[config.mk]
export PLATFORM = sky130hd
export DESIGN_NAME = dcm_gyro_integrator_renormalizer
export DESIGN_NICKNAME = d
export VERILOG_FILES = /design/src/design/dgir_pkg.sv /design/src/design/dgir_datapath.sv /design/src/design/dgir_ctrl.sv /design/src/design/dcm_gyro_integrator_renormalizer.sv
export VERILOG_INCLUDE_DIRS = /design/src /design/src/design
export SDC_FILE = /design/constraint.sdc
export NUM_CORES = 2
export LEC_CHECK = 0
export ABC_AREA = 1
export BUFFER_PORTS_ARGS = -buffer_cell sky130_fd_sc_hd__clkbuf_2
export CAP_MARGIN = 5
export CORE_MARGIN = 2
export CORE_UTILIZATION = 25
export CTS_BUF_LIST = sky130_fd_sc_hd__clkbuf_4 sky130_fd_sc_hd__clkbuf_8
export DETAILED_ROUTE_END_ITERATION = 10
export HOLD_SLACK_MARGIN = 0.02
export PLACE_DENSITY_LB_ADDON = 0.12
export SLEW_MARGIN = 15
export SYNTH_ARGS = -nofsm -noshare
export SYNTH_HDL_FRONTEND = slang
export SYNTH_SLANG_ARGS = --single-unit
[constraint.sdc]
create_clock -name clk -period 9.78 [get_ports clk]
set_clock_uncertainty 0.15 [all_clocks]
set_input_delay 0.489 -clock clk [delete_from_list [all_inputs] [get_ports clk]]
set_output_delay 0.489 -clock clk [all_outputs]
set_load 0.05 [all_outputs]
[src/design/dcm_gyro_integrator_renormalizer_defines.svh]
// Assertion macros used by the attitude integrator controller
`ifndef DCM_GYRO_INTEGRATOR_RENORMALIZER_DEFINES_SVH
`define DCM_GYRO_INTEGRATOR_RENORMALIZER_DEFINES_SVH

// Same-cycle implication, checked at every rising clock edge outside reset
`define DGIR_ASSERT_IMP(label, ante, cons, msg) \
    label: assert property (@(posedge clk) disable iff (!rst_n) (ante) |-> (cons)) \
        else $error(msg);

// Next-cycle implication, checked at every rising clock edge outside reset
`define DGIR_ASSERT_NXT(label, ante, cons, msg) \
    label: assert property (@(posedge clk) disable iff (!rst_n) (ante) |=> (cons)) \
        else $error(msg);

`endif

[src/design/dgir_pkg.sv]
// Types, constants and helpers shared by the attitude integrator modules
package dgir_pkg;

    localparam int MATRIX_FRAC_BITS = 14;
    localparam int RATE_FRAC_BITS   = 10;
    localparam int DT_FRAC_BITS     = 20;
    localparam int INT_SHIFT        = RATE_FRAC_BITS + DT_FRAC_BITS;
    localparam int ORTH_SHIFT       = 2 * MATRIX_FRAC_BITS;
    localparam int NORM_SHIFT       = MATRIX_FRAC_BITS + 8 + 1;

    localparam logic [19:0] SAMPLE_PERIOD_RESET = 20'd1049;
    localparam logic signed [15:0] ELEM_ONE = 16'sd16384;

    // Last count of each sequencer phase
    localparam logic [4:0] INT_LAST   = 5'd4;
    localparam logic [4:0] SQ_LAST    = 5'd4;
    localparam logic [4:0] SQRT_LAST  = 5'd23;
    localparam logic [4:0] DIV_LAST   = 5'd17;
    localparam logic [4:0] DOT_LAST   = 5'd3;
    localparam logic [4:0] ORTH_LAST  = 5'd1;
    localparam logic [4:0] CROSS_LAST = 5'd3;

    typedef logic signed [15:0] elem_t;

    typedef enum logic [3:0] {
        ST_IDLE,
        ST_IDENT,
        ST_INT,
        ST_COMMIT,
        ST_SQ,
        ST_SQRT,
        ST_DIV,
        ST_DOT,
        ST_ORTH,
        ST_CROSS,
        ST_FIN
    } state_t;

    typedef enum logic [2:0] {
        MS_NONE,
        MS_CROSS1,
        MS_CROSS2,
        MS_ACCDT,
        MS_SQ,
        MS_DOT,
        MS_ORTH
    } mul_sel_t;

    typedef enum logic [1:0] {
        ACC_HOLD,
        ACC_LOAD,
        ACC_ADD,
        ACC_SUB
    } acc_mode_t;

    typedef enum logic [2:0] {
        WR_NONE,
        WR_IDENT,
        WR_INT,
        WR_COMMIT,
        WR_NORM,
        WR_ORTH,
        WR_CROSS
    } wr_op_t;

    typedef struct packed {
        mul_sel_t   mul_sel;
        acc_mode_t  acc_mode;
        wr_op_t     wr_op;
        logic [1:0] row;
        logic [1:0] col;
        logic       right_gyro;
        logic       capture;
        logic       sq_start;
        logic       sq_step;
        logic       dv_start;
        logic       dv_step;
        logic       load_out;
    } dgir_cmd_t;

    typedef struct packed {
        logic acc_zero;
    } dgir_stat_t;

    function automatic logic [1:0] next_col(input logic [1:0] c);
        return (c == 2'd2) ? 2'd0 : c + 2'd1;
    endfunction

    function automatic elem_t sat16(input logic signed [39:0] v);
        if (v > 40'sd32767)
            return 16'sh7fff;
        else if (v < -40'sd32768)
            return 16'sh8000;
        else
            return v[15:0];
    endfunction

endpackage

[src/design/dgir_datapath.sv]
// Matrix store, shared multiplier/accumulator, root and divide units
module dgir_datapath (
    input  logic              clk,
    input  logic              rst_n,
    input  dgir_pkg::dgir_cmd_t  cmd,
    output dgir_pkg::dgir_stat_t stat,
    input  logic              cfg_we,
    input  logic [19:0]       cfg_wdata,
    input  logic [15:0]       rate_x,
    input  logic [15:0]       rate_y,
    input  logic [15:0]       rate_z,
    output logic [15:0]       elem_00,
    output logic [15:0]       elem_01,
    output logic [15:0]       elem_02,
    output logic [15:0]       elem_10,
    output logic [15:0]       elem_11,
    output logic [15:0]       elem_12,
    output logic [15:0]       elem_20,
    output logic [15:0]       elem_21,
    output logic [15:0]       elem_22
);
    import dgir_pkg::*;

    elem_t m_reg   [3][3];
    elem_t n_reg   [3][3];
    elem_t out_reg [3][3];
    elem_t g_reg   [3];
    logic [19:0] sample_period_reg;

    logic signed [53:0] prod_reg;
    logic signed [33:0] acc_reg;

    logic [47:0] sq_x_reg;
    logic [25:0] sq_rem_reg;
    logic [23:0] sq_root_reg;

    logic [24:0] dv_rem_reg;
    logic [15:0] dv_q_reg;
    logic        dv_neg_reg;

    logic [1:0] c1, c2;
    elem_t lvec [3];
    elem_t rvec [3];
    elem_t cur;
    logic signed [32:0] mul_a;
    logic signed [20:0] mul_b;
    logic signed [53:0] prod_next;
    logic signed [53:0] int_rnd, orth_rnd;
    logic signed [33:0] cross_rnd;
    logic signed [39:0] int_sum, orth_sum;
    logic [27:0] sq_rem_sh, sq_trial;
    logic        sq_ge;
    logic [15:0] mag;
    logic [38:0] dv_dividend;
    logic [24:0] dv_divisor;
    logic [25:0] dv_r2;
    logic        dv_ge;
    logic signed [15:0] norm_val;

    assign c1  = next_col(cmd.col);
    assign c2  = next_col(c1);
    assign cur = m_reg[cmd.row][cmd.col];

    always_comb
    begin
        for (int i = 0; i < 3; i++)
        begin
            lvec[i] = m_reg[cmd.row][i];
            rvec[i] = cmd.right_gyro ? g_reg[i] : m_reg[1][i];
        end
    end

    always_comb
    begin
        mul_a = '0;
        mul_b = '0;
        case (cmd.mul_sel)
            MS_CROSS1:
            begin
                mul_a = 33'(lvec[c1]);
                mul_b = 21'(rvec[c2]);
            end
            MS_CROSS2:
            begin
                mul_a = 33'(lvec[c2]);
                mul_b = 21'(rvec[c1]);
            end
            MS_ACCDT:
            begin
                mul_a = acc_reg[32:0];
                mul_b = $signed({1'b0, sample_period_reg});
            end
            MS_SQ:
            begin
                mul_a = 33'(cur);
                mul_b = 21'(cur);
            end
            MS_DOT:
            begin
                mul_a = 33'(m_reg[0][cmd.col]);
                mul_b = 21'(m_reg[1][cmd.col]);
            end
            MS_ORTH:
            begin
                mul_a = acc_reg[32:0];
                mul_b = 21'(m_reg[0][cmd.col]);
            end
            default:
            begin
                mul_a = '0;
                mul_b = '0;
            end
        endcase
    end

    assign prod_next = mul_a * mul_b;

    // Rounded writebacks
    assign int_rnd   = (prod_reg + (54'sd1 <<< (INT_SHIFT - 1))) >>> INT_SHIFT;
    assign int_sum   = 40'(cur) + $signed(int_rnd[39:0]);
    assign orth_rnd  = (prod_reg + (54'sd1 <<< (ORTH_SHIFT - 1))) >>> ORTH_SHIFT;
    assign orth_sum  = 40'(m_reg[1][cmd.col]) - $signed(orth_rnd[39:0]);
    assign cross_rnd = (acc_reg + (34'sd1 <<< (MATRIX_FRAC_BITS - 1))) >>> MATRIX_FRAC_BITS;

    // Square root, two radicand bits a step
    assign sq_rem_sh = {sq_rem_reg, sq_x_reg[47:46]};
    assign sq_trial  = {2'b00, sq_root_reg, 2'b01};
    assign sq_ge     = sq_rem_sh >= sq_trial;

    // Restoring divide, one quotient bit a step
    assign mag         = cur[15] ? 16'(-cur) : cur;
    assign dv_dividend = {mag, 23'd0} + 39'(sq_root_reg);
    assign dv_divisor  = {sq_root_reg, 1'b0};
    assign dv_r2       = {dv_rem_reg, dv_q_reg[15]};
    assign dv_ge       = dv_r2 >= {1'b0, dv_divisor};
    assign norm_val    = dv_neg_reg ? -$signed(dv_q_reg) : $signed(dv_q_reg);

    assign stat.acc_zero = (acc_reg == '0);

    always_ff @(posedge clk or negedge rst_n)
    begin
        if (!rst_n)
        begin
            sample_period_reg <= SAMPLE_PERIOD_RESET;
            for (int r = 0; r < 3; r++)
                for (int c = 0; c < 3; c++)
                    m_reg[r][c] <= (r == c) ? ELEM_ONE : '0;
        end
        else
        begin
            if (cfg_we)
                sample_period_reg <= cfg_wdata;
            case (cmd.wr_op)
                WR_IDENT:
                    for (int r = 0; r < 3; r++)
                        for (int c = 0; c < 3; c++)
                            m_reg[r][c] <= (r == c) ? ELEM_ONE : '0;
                WR_COMMIT:
                    m_reg <= n_reg;
                WR_NORM:
                    m_reg[cmd.row][cmd.col] <= norm_val;
                WR_ORTH:
                    m_reg[1][cmd.col] <= sat16(orth_sum);
                WR_CROSS:
                    m_reg[2][cmd.col] <= sat16(40'(cross_rnd));
                default:
                    ;
            endcase
        end
    end

    always_ff @(posedge clk)
    begin
        prod_reg <= prod_next;
        case (cmd.acc_mode)
            ACC_LOAD: acc_reg <= prod_reg[33:0];
            ACC_ADD:  acc_reg <= acc_reg + $signed(prod_reg[33:0]);
            ACC_SUB:  acc_reg <= acc_reg - $signed(prod_reg[33:0]);
            default:  acc_reg <= acc_reg;
        endcase
        if (cmd.capture)
        begin
            g_reg[0] <= rate_x;
            g_reg[1] <= rate_y;
            g_reg[2] <= rate_z;
        end
        if (cmd.wr_op == WR_INT)
            n_reg[cmd.row][cmd.col] <= sat16(int_sum);
        if (cmd.sq_start)
        begin
            sq_x_reg    <= {acc_reg[31:0], 16'd0};
            sq_rem_reg  <= '0;
            sq_root_reg <= '0;
        end
        else if (cmd.sq_step)
        begin
            sq_x_reg    <= {sq_x_reg[45:0], 2'b00};
            sq_rem_reg  <= sq_ge ? 26'(sq_rem_sh - sq_trial) : sq_rem_sh[25:0];
            sq_root_reg <= {sq_root_reg[22:0], sq_ge};
        end
        if (cmd.dv_start)
        begin
            dv_rem_reg <= 25'(dv_dividend[38:16]);
            dv_q_reg   <= dv_dividend[15:0];
            dv_neg_reg <= cur[15];
        end
        else if (cmd.dv_step)
        begin
            dv_rem_reg <= dv_ge ? 25'(dv_r2 - {1'b0, dv_divisor}) : dv_r2[24:0];
            dv_q_reg   <= {dv_q_reg[14:0], dv_ge};
        end
        if (cmd.load_out)
            out_reg <= m_reg;
    end

    assign elem_00 = out_reg[0][0];
    assign elem_01 = out_reg[0][1];
    assign elem_02 = out_reg[0][2];
    assign elem_10 = out_reg[1][0];
    assign elem_11 = out_reg[1][1];
    assign elem_12 = out_reg[1][2];
    assign elem_20 = out_reg[2][0];
    assign elem_21 = out_reg[2][1];
    assign elem_22 = out_reg[2][2];

endmodule

[src/design/dgir_ctrl.sv]
// Sequencer that steps the datapath through integration and renormalization
`include "dcm_gyro_integrator_renormalizer_defines.svh"

module dgir_ctrl (
    input  logic                 clk,
    input  logic                 rst_n,
    input  logic                 in_valid,
    output logic                 in_ready,
    input  logic                 renormalize,
    input  logic                 restart,
    output logic                 out_valid,
    input  logic                 out_ready,
    input  dgir_pkg::dgir_stat_t stat,
    output dgir_pkg::dgir_cmd_t  cmd
);
    import dgir_pkg::*;

    state_t     state_reg, state_next;
    logic [4:0] cnt_reg, cnt_next;
    logic [1:0] row_reg, row_next;
    logic [1:0] col_reg, col_next;
    logic       renorm_reg, renorm_next;
    logic       out_valid_reg, out_valid_next;
    logic       slot_free;

    assign slot_free = !out_valid_reg || out_ready;

    always_ff @(posedge clk or negedge rst_n)
    begin
        if (!rst_n)
        begin
            state_reg     <= ST_IDLE;
            cnt_reg       <= '0;
            row_reg       <= '0;
            col_reg       <= '0;
            renorm_reg    <= 1'b0;
            out_valid_reg <= 1'b0;
        end
        else
        begin
            state_reg     <= state_next;
            cnt_reg       <= cnt_next;
            row_reg       <= row_next;
            col_reg       <= col_next;
            renorm_reg    <= renorm_next;
            out_valid_reg <= out_valid_next;
        end
    end

    // Next state and sequencing counters
    always_comb
    begin
        state_next  = state_reg;
        cnt_next    = cnt_reg + 5'd1;
        row_next    = row_reg;
        col_next    = col_reg;
        renorm_next = renorm_reg;
        case (state_reg)
            ST_IDLE:
            begin
                cnt_next = '0;
                row_next = '0;
                col_next = '0;
                if (in_valid)
                begin
                    renorm_next = renormalize;
                    state_next  = restart ? ST_IDENT : ST_INT;
                end
            end
            ST_IDENT:
                state_next = ST_FIN;
            ST_INT:
                if (cnt_reg == INT_LAST)
                begin
                    cnt_next = '0;
                    if (col_reg == 2'd2)
                    begin
                        col_next = '0;
                        if (row_reg == 2'd2)
                            state_next = ST_COMMIT;
                        else
                            row_next = row_reg + 2'd1;
                    end
                    else
                        col_next = col_reg + 2'd1;
                end
            ST_COMMIT:
            begin
                cnt_next   = '0;
                row_next   = '0;
                state_next = renorm_reg ? ST_SQ : ST_FIN;
            end
            ST_SQ:
                if (cnt_reg == SQ_LAST)
                begin
                    cnt_next = '0;
                    col_next = '0;
                    // zero-length row stays as it is
                    if (!stat.acc_zero)
                        state_next = ST_SQRT;
                    else
                        state_next = (row_reg == 2'd0) ? ST_DOT : ST_CROSS;
                end
            ST_SQRT:
                if (cnt_reg == SQRT_LAST)
                begin
                    cnt_next   = '0;
                    state_next = ST_DIV;
                end
            ST_DIV:
                if (cnt_reg == DIV_LAST)
                begin
                    cnt_next = '0;
                    if (col_reg == 2'd2)
                    begin
                        col_next   = '0;
                        state_next = (row_reg == 2'd0) ? ST_DOT : ST_CROSS;
                    end
                    else
                        col_next = col_reg + 2'd1;
                end
            ST_DOT:
                if (cnt_reg == DOT_LAST)
                begin
                    cnt_next   = '0;
                    col_next   = '0;
                    state_next = ST_ORTH;
                end
            ST_ORTH:
                if (cnt_reg == ORTH_LAST)
                begin
                    cnt_next = '0;
                    if (col_reg == 2'd2)
                    begin
                        col_next   = '0;
                        row_next   = 2'd1;
                        state_next = ST_SQ;
                    end
                    else
                        col_next = col_reg + 2'd1;
                end
            ST_CROSS:
                if (cnt_reg == CROSS_LAST)
                begin
                    cnt_next = '0;
                    if (col_reg == 2'd2)
                        state_next = ST_FIN;
                    else
                        col_next = col_reg + 2'd1;
                end
            ST_FIN:
            begin
                // keep the counter cleared and wait while the output slot is busy
                cnt_next = '0;
                if (slot_free)
                    state_next = ST_IDLE;
            end
            default:
                state_next = ST_IDLE;
        endcase
    end

    // Datapath commands
    always_comb
    begin
        cmd            = '0;
        cmd.mul_sel    = MS_NONE;
        cmd.acc_mode   = ACC_HOLD;
        cmd.wr_op      = WR_NONE;
        cmd.row        = row_reg;
        cmd.col        = col_reg;
        in_ready       = 1'b0;
        out_valid_next = (out_valid_reg && !out_ready);
        case (state_reg)
            ST_IDLE:
            begin
                in_ready    = 1'b1;
                cmd.capture = in_valid;
            end
            ST_IDENT:
                cmd.wr_op = WR_IDENT;
            ST_INT:
            begin
                cmd.right_gyro = 1'b1;
                case (cnt_reg)
                    5'd0: cmd.mul_sel = MS_CROSS1;
                    5'd1:
                    begin
                        cmd.mul_sel  = MS_CROSS2;
                        cmd.acc_mode = ACC_LOAD;
                    end
                    5'd2: cmd.acc_mode = ACC_SUB;
                    5'd3: cmd.mul_sel  = MS_ACCDT;
                    default: cmd.wr_op = WR_INT;
                endcase
            end
            ST_COMMIT:
                cmd.wr_op = WR_COMMIT;
            ST_SQ:
            begin
                cmd.col = (cnt_reg <= 5'd2) ? cnt_reg[1:0] : 2'd0;
                if (cnt_reg <= 5'd2)
                    cmd.mul_sel = MS_SQ;
                if (cnt_reg == 5'd1)
                    cmd.acc_mode = ACC_LOAD;
                else if (cnt_reg inside {5'd2, 5'd3})
                    cmd.acc_mode = ACC_ADD;
                cmd.sq_start = (cnt_reg == SQ_LAST);
            end
            ST_SQRT:
                cmd.sq_step = 1'b1;
            ST_DIV:
            begin
                cmd.dv_start = (cnt_reg == 5'd0);
                cmd.dv_step  = (cnt_reg != 5'd0) && (cnt_reg != DIV_LAST);
                if (cnt_reg == DIV_LAST)
                    cmd.wr_op = WR_NORM;
            end
            ST_DOT:
            begin
                cmd.col = (cnt_reg == DOT_LAST) ? 2'd0 : cnt_reg[1:0];
                if (cnt_reg <= 5'd2)
                    cmd.mul_sel = MS_DOT;
                if (cnt_reg == 5'd1)
                    cmd.acc_mode = ACC_LOAD;
                else if (cnt_reg inside {5'd2, 5'd3})
                    cmd.acc_mode = ACC_ADD;
            end
            ST_ORTH:
                if (cnt_reg == 5'd0)
                    cmd.mul_sel = MS_ORTH;
                else
                    cmd.wr_op = WR_ORTH;
            ST_CROSS:
            begin
                cmd.row = 2'd0;
                case (cnt_reg)
                    5'd0: cmd.mul_sel = MS_CROSS1;
                    5'd1:
                    begin
                        cmd.mul_sel  = MS_CROSS2;
                        cmd.acc_mode = ACC_LOAD;
                    end
                    5'd2: cmd.acc_mode = ACC_SUB;
                    default: cmd.wr_op = WR_CROSS;
                endcase
            end
            ST_FIN:
                if (slot_free)
                begin
                    cmd.load_out   = 1'b1;
                    out_valid_next = 1'b1;
                end
            default:
                ;
        endcase
    end

    assign out_valid = out_valid_reg;

    `DGIR_ASSERT_NXT(a_accept_leaves_idle, in_valid && in_ready, state_reg != ST_IDLE, "accepted word did not start work")
    `DGIR_ASSERT_NXT(a_fin_presents, state_reg == ST_FIN && slot_free, out_valid_reg, "finished matrix not presented")
    `DGIR_ASSERT_IMP(a_cnt_bound, 1'b1, cnt_reg <= SQRT_LAST, "step counter out of range")
    `DGIR_ASSERT_IMP(a_row_bound, 1'b1, row_reg != 2'd3, "row index out of range")

endmodule

[src/design/dcm_gyro_integrator_renormalizer.sv]
// Top level: direction cosine matrix integrator with Gram-Schmidt renormalization
// A new word is accepted only while idle, so it waits until the previous word is done
// and its matrix has been loaded into the output register, which waits while out_valid
// is held without out_ready. The work is serialized on the shared multiplier, the
// 24-step root and the 16-step divide.
// Reset (rst_n, async low): matrix to identity, sample period to 1049, output empty.
module dcm_gyro_integrator_renormalizer (
    input  logic        clk,
    input  logic        rst_n,
    input  logic        cfg_we,
    input  logic [19:0] cfg_wdata,
    input  logic        in_valid,
    output logic        in_ready,
    input  logic [15:0] rate_x,
    input  logic [15:0] rate_y,
    input  logic [15:0] rate_z,
    input  logic        renormalize,
    input  logic        restart,
    output logic        out_valid,
    input  logic        out_ready,
    output logic [15:0] elem_00,
    output logic [15:0] elem_01,
    output logic [15:0] elem_02,
    output logic [15:0] elem_10,
    output logic [15:0] elem_11,
    output logic [15:0] elem_12,
    output logic [15:0] elem_20,
    output logic [15:0] elem_21,
    output logic [15:0] elem_22
);
    import dgir_pkg::*;

    // Controller sequences each word: integrate all nine entries into a shadow
    // matrix, commit, then optionally normalize row 0, orthogonalize and
    // normalize row 1, and rebuild row 2 as the cross product (restart loads identity).
    dgir_cmd_t  cmd;
    dgir_stat_t stat;

    dgir_ctrl u_ctrl (
        .clk         (clk),
        .rst_n       (rst_n),
        .in_valid    (in_valid),
        .in_ready    (in_ready),
        .renormalize (renormalize),
        .restart     (restart),
        .out_valid   (out_valid),
        .out_ready   (out_ready),
        .stat        (stat),
        .cmd         (cmd)
    );

    // Datapath holds the matrix, the multiply-accumulate pipe and the
    // iterative root and divide units; the output register is loaded on finish.
    dgir_datapath u_datapath (
        .clk       (clk),
        .rst_n     (rst_n),
        .cmd       (cmd),
        .stat      (stat),
        .cfg_we    (cfg_we),
        .cfg_wdata (cfg_wdata),
        .rate_x    (rate_x),
        .rate_y    (rate_y),
        .rate_z    (rate_z),
        .elem_00   (elem_00),
        .elem_01   (elem_01),
        .elem_02   (elem_02),
        .elem_10   (elem_10),
        .elem_11   (elem_11),
        .elem_12   (elem_12),
        .elem_20   (elem_20),
        .elem_21   (elem_21),
        .elem_22   (elem_22)
    );

endmodule
==> flow_summary.toml <==
[outcome]
outcome = "finished clean"

[logic_synthesis]
synthMuxAreaShare = 0.00171
synthArstFlopShare = 0.246
syn_inst = 8459
ys_warn_count = 0
synth_top_cell_by_area = "fa_1"
syn_nets = 9512
ys_top_cells_by_area = "fa_1 20%, edfxtp_1 19%, nand2_1 10%, inv_1 8.9%, dfrtp_1 6.2%"
synthAdderAreaFrac = 0.253
synth_simple_gate_area_frac = 0.182
synth_area_um2 = 68900
synth.most_common_cell = "nand2_1"
synthTopCellsByCount = "1,881 x nand2_1, 1,636 x inv_1, 691 x fa_1"
syn_area_per_cell_um2 = 8.14
synth-main-ff-cell = "edfxtp_1"
synth_compound_area_frac = 0.127
seq_area_frac_synth = 0.289
synth_edf_count = 442
synth_xor_area_frac = 0.0318
yosys_register_bits = 727
synth_top_family_by_area = "adder cells"
ys_types = 80
synth_top_area_share = 0.201

[setup_path]
critPathMaxFanout = 15
crit_type = "reg -> reg"
start_kind = "flip-flop"
crit_arrival_ps = 10220
critPathMostFrequentCell = "fa_1"
rr_startpoint = "u_ctrl.state_reg[3]"
crit_path_end_kind = "flip-flop"
cpMaxStageDelayCell = "fa_1"
cp-startpoint = "u_ctrl.state_reg[3]"
crit_required_ps = 10460
max_stage_delay_ps = 630

[cells_and_area]
multi_input_area_um2 = 41600
fillers = 29500
syn2layout_area_growth_pct = 23.0
seq_area_um2 = 19900
nNetsFinal = 10500
drive_gt1_frac = 0.165

[sta]
fmax_mhz = 105
hold_viol = 0
fin_crit_ps = 9530
layout_worst_path_cycle_share = 0.975
finalWorstSetupSlack_ps = 247
setup_viol = 0
worst_pin_slew_ps = 1300
drv_slew = 0
slew_headroom = 0.133

[floorplanning]
core_area_um2 = 274000
chipHeight_um = 529
ioPinCount = 221
initial_utilization = 0.252
dieArea_um2 = 280000
placementRows = 192
die_width_um = 529

[grt]
globalRouteOverflowTotal = 0
grt_pass1_vias = 63800
antenna_found_initial = 16
grt_max_degree = 83
globalRouteTotalUtil = 0.227
grt_pass1_wl_um = 460000

[min_path]
hp-start = "cfg_we"
hold_path_class = "in -> reg"

[routing]
drc = 0
drtPass1Iterations = 8
wl_per_cell_um = 24.4
drt_first_iter_violations = 5718
ant_nets = 0
vias_per_cell = 4.77
wl_um = 322000
vias = 62800

[clocking]
cts_buffer_depth = 3
clk_latency_ps = 950
cts_made_buffers = 140
cts_tree = "done"
cts_sinks = 727
path_clk_slew_ps = 60
cts.htree.levels = 4
cts_root_buf = "clkbuf_8"

[place]
gp_congestion = 0.959
io_buffers = 220
hpwl_um = 262000
pre_cts_ws_ps = -404

[run]
maxCapViolCount = 0
-- cell usage in the layout (no fill, tap or decap), drive strengths merged, types with 10 or more instances in the layout --
master | Yosys | routed
ha | 287 | 287
a31oi | 33 | 33
o2111ai | 18 | 18
fa | 691 | 691
nand3 | 268 | 268
diode | 0 | 10
dfxtp | 106 | 106
a21o | 13 | 13
nand4 | 78 | 78
nor4 | 37 | 37
o21bai | 17 | 17
a221oi | 16 | 16
o211ai | 54 | 54
dfrtp | 172 | 172
nand2 | 1892 | 1892
a21boi | 11 | 11
a22o | 13 | 13
a22oi | 62 | 62
xor2 | 180 | 180
nor2 | 615 | 616
edfxtp | 442 | 442
nor3 | 80 | 80
dlygate4sd3 | 0 | 90
or2 | 28 | 28
o21ai | 562 | 562
o21a | 14 | 14
buf | 160 | 857
o22ai | 35 | 35
inv | 1683 | 1692
xnor2 | 70 | 70
o221ai | 76 | 76
clkbuf | 161 | 418
a21oi | 485 | 485
a211oi | 23 | 23
clkinv | 9 | 51
-- final cells by class --
type / instances / share of cell area
Antenna cell: 10 / 0.000295
Clock inverter: 60 / 0.00618
Multi-Input combinational cell: 5720 / 0.490
Inverter: 1692 / 0.0755
Sequential cell: 727 / 0.235
Tap cell: 3589 / 0.0530
Timing Repair Buffer: 1166 / 0.111
Timing Repair inverter: 1 / 0.000103
Clock buffer: 199 / 0.0291
-- critical path, delay by kind of cell, from the launching register on --
kind / cells / cell delay (ps)
AO/OA/AOI/OAI: 7 / 1450
buffers and inverters: 15 / 1910
XOR/XNOR: 1 / 150
flip-flops: 1 / 440
adder cells (fa/ha/maj): 8 / 4000
AND/OR/NAND/NOR: 7 / 1250
-- through the flow --
stage | utilization | cells | hold WS (ps) | cell area [µm²] | setup TNS [ps]
after floorplan | - | 8459 | 43.4 | 68900 | 0
after global placement | 0.293 | 12800 | 287 | 80200 | -7340
after detailed placement | 0.293 | 12800 | 293 | 80200 | -6300
after CTS | 0.307 | 13100 | 24.5 | 84200 | 0
after global routing | 0.309 | 13200 | 82.9 | 84700 | -30.9
final | 0.310 | 13200 | 89.7 | 84800 | 0
-- path summary, 6_finish.rpt --
check,endpoint,cells after the start,slack (ps)
max in group asynchronous,u_ctrl.cnt_reg[1],4,7700
setup reg to reg,u_datapath.prod_reg[46],38,250
min in group asynchronous,u_datapath.m_reg[64],3,460
setup / recovery,u_datapath.prod_reg[46],38,250
hold / removal,u_datapath.sample_period_reg[18],3,90
hold reg to reg,u_datapath.m_reg[105],2,300
-- kinds of logic (layout without fill, tap and decap cells) --
logic type                 count (synthesis)  after routing
and+or+nand+nor                         3014           3015
AOI/OAI and AO/OA                       1466           1466
buffers and inverters                   2013           3118
adders and majority gates                978            978
DFF                                      727            727
other                                      0             10
xor gates and xnor gates                 250            250
muxes                                     11             11
-- what timing repair did --
item	4_1_cts	5_1_grt
gates resized for setup	15	101
pin swaps	1	24
hold buffers	91	0
hold endpoints to repair	184	0
endpoints found under the setup margin	24	32
setup buffers	0	15
gates cloned	0	2
-- metal layers --
layer | global-route usage | share of wire | up-vias
met5 | 0 | 0.00013 | -
met4 | 0.0707 | 0.031 | 6
met3 | 0.0282 | 0.053 | 389
met2 | 0.379 | 0.47 | 2001
met1 | 0.303 | 0.44 | 31500
li1 | - | - | 28900
Power is left out: the tool's default activity adds up to more than one toggle a clock period on the data nets, which glitch-free logic cannot reach.
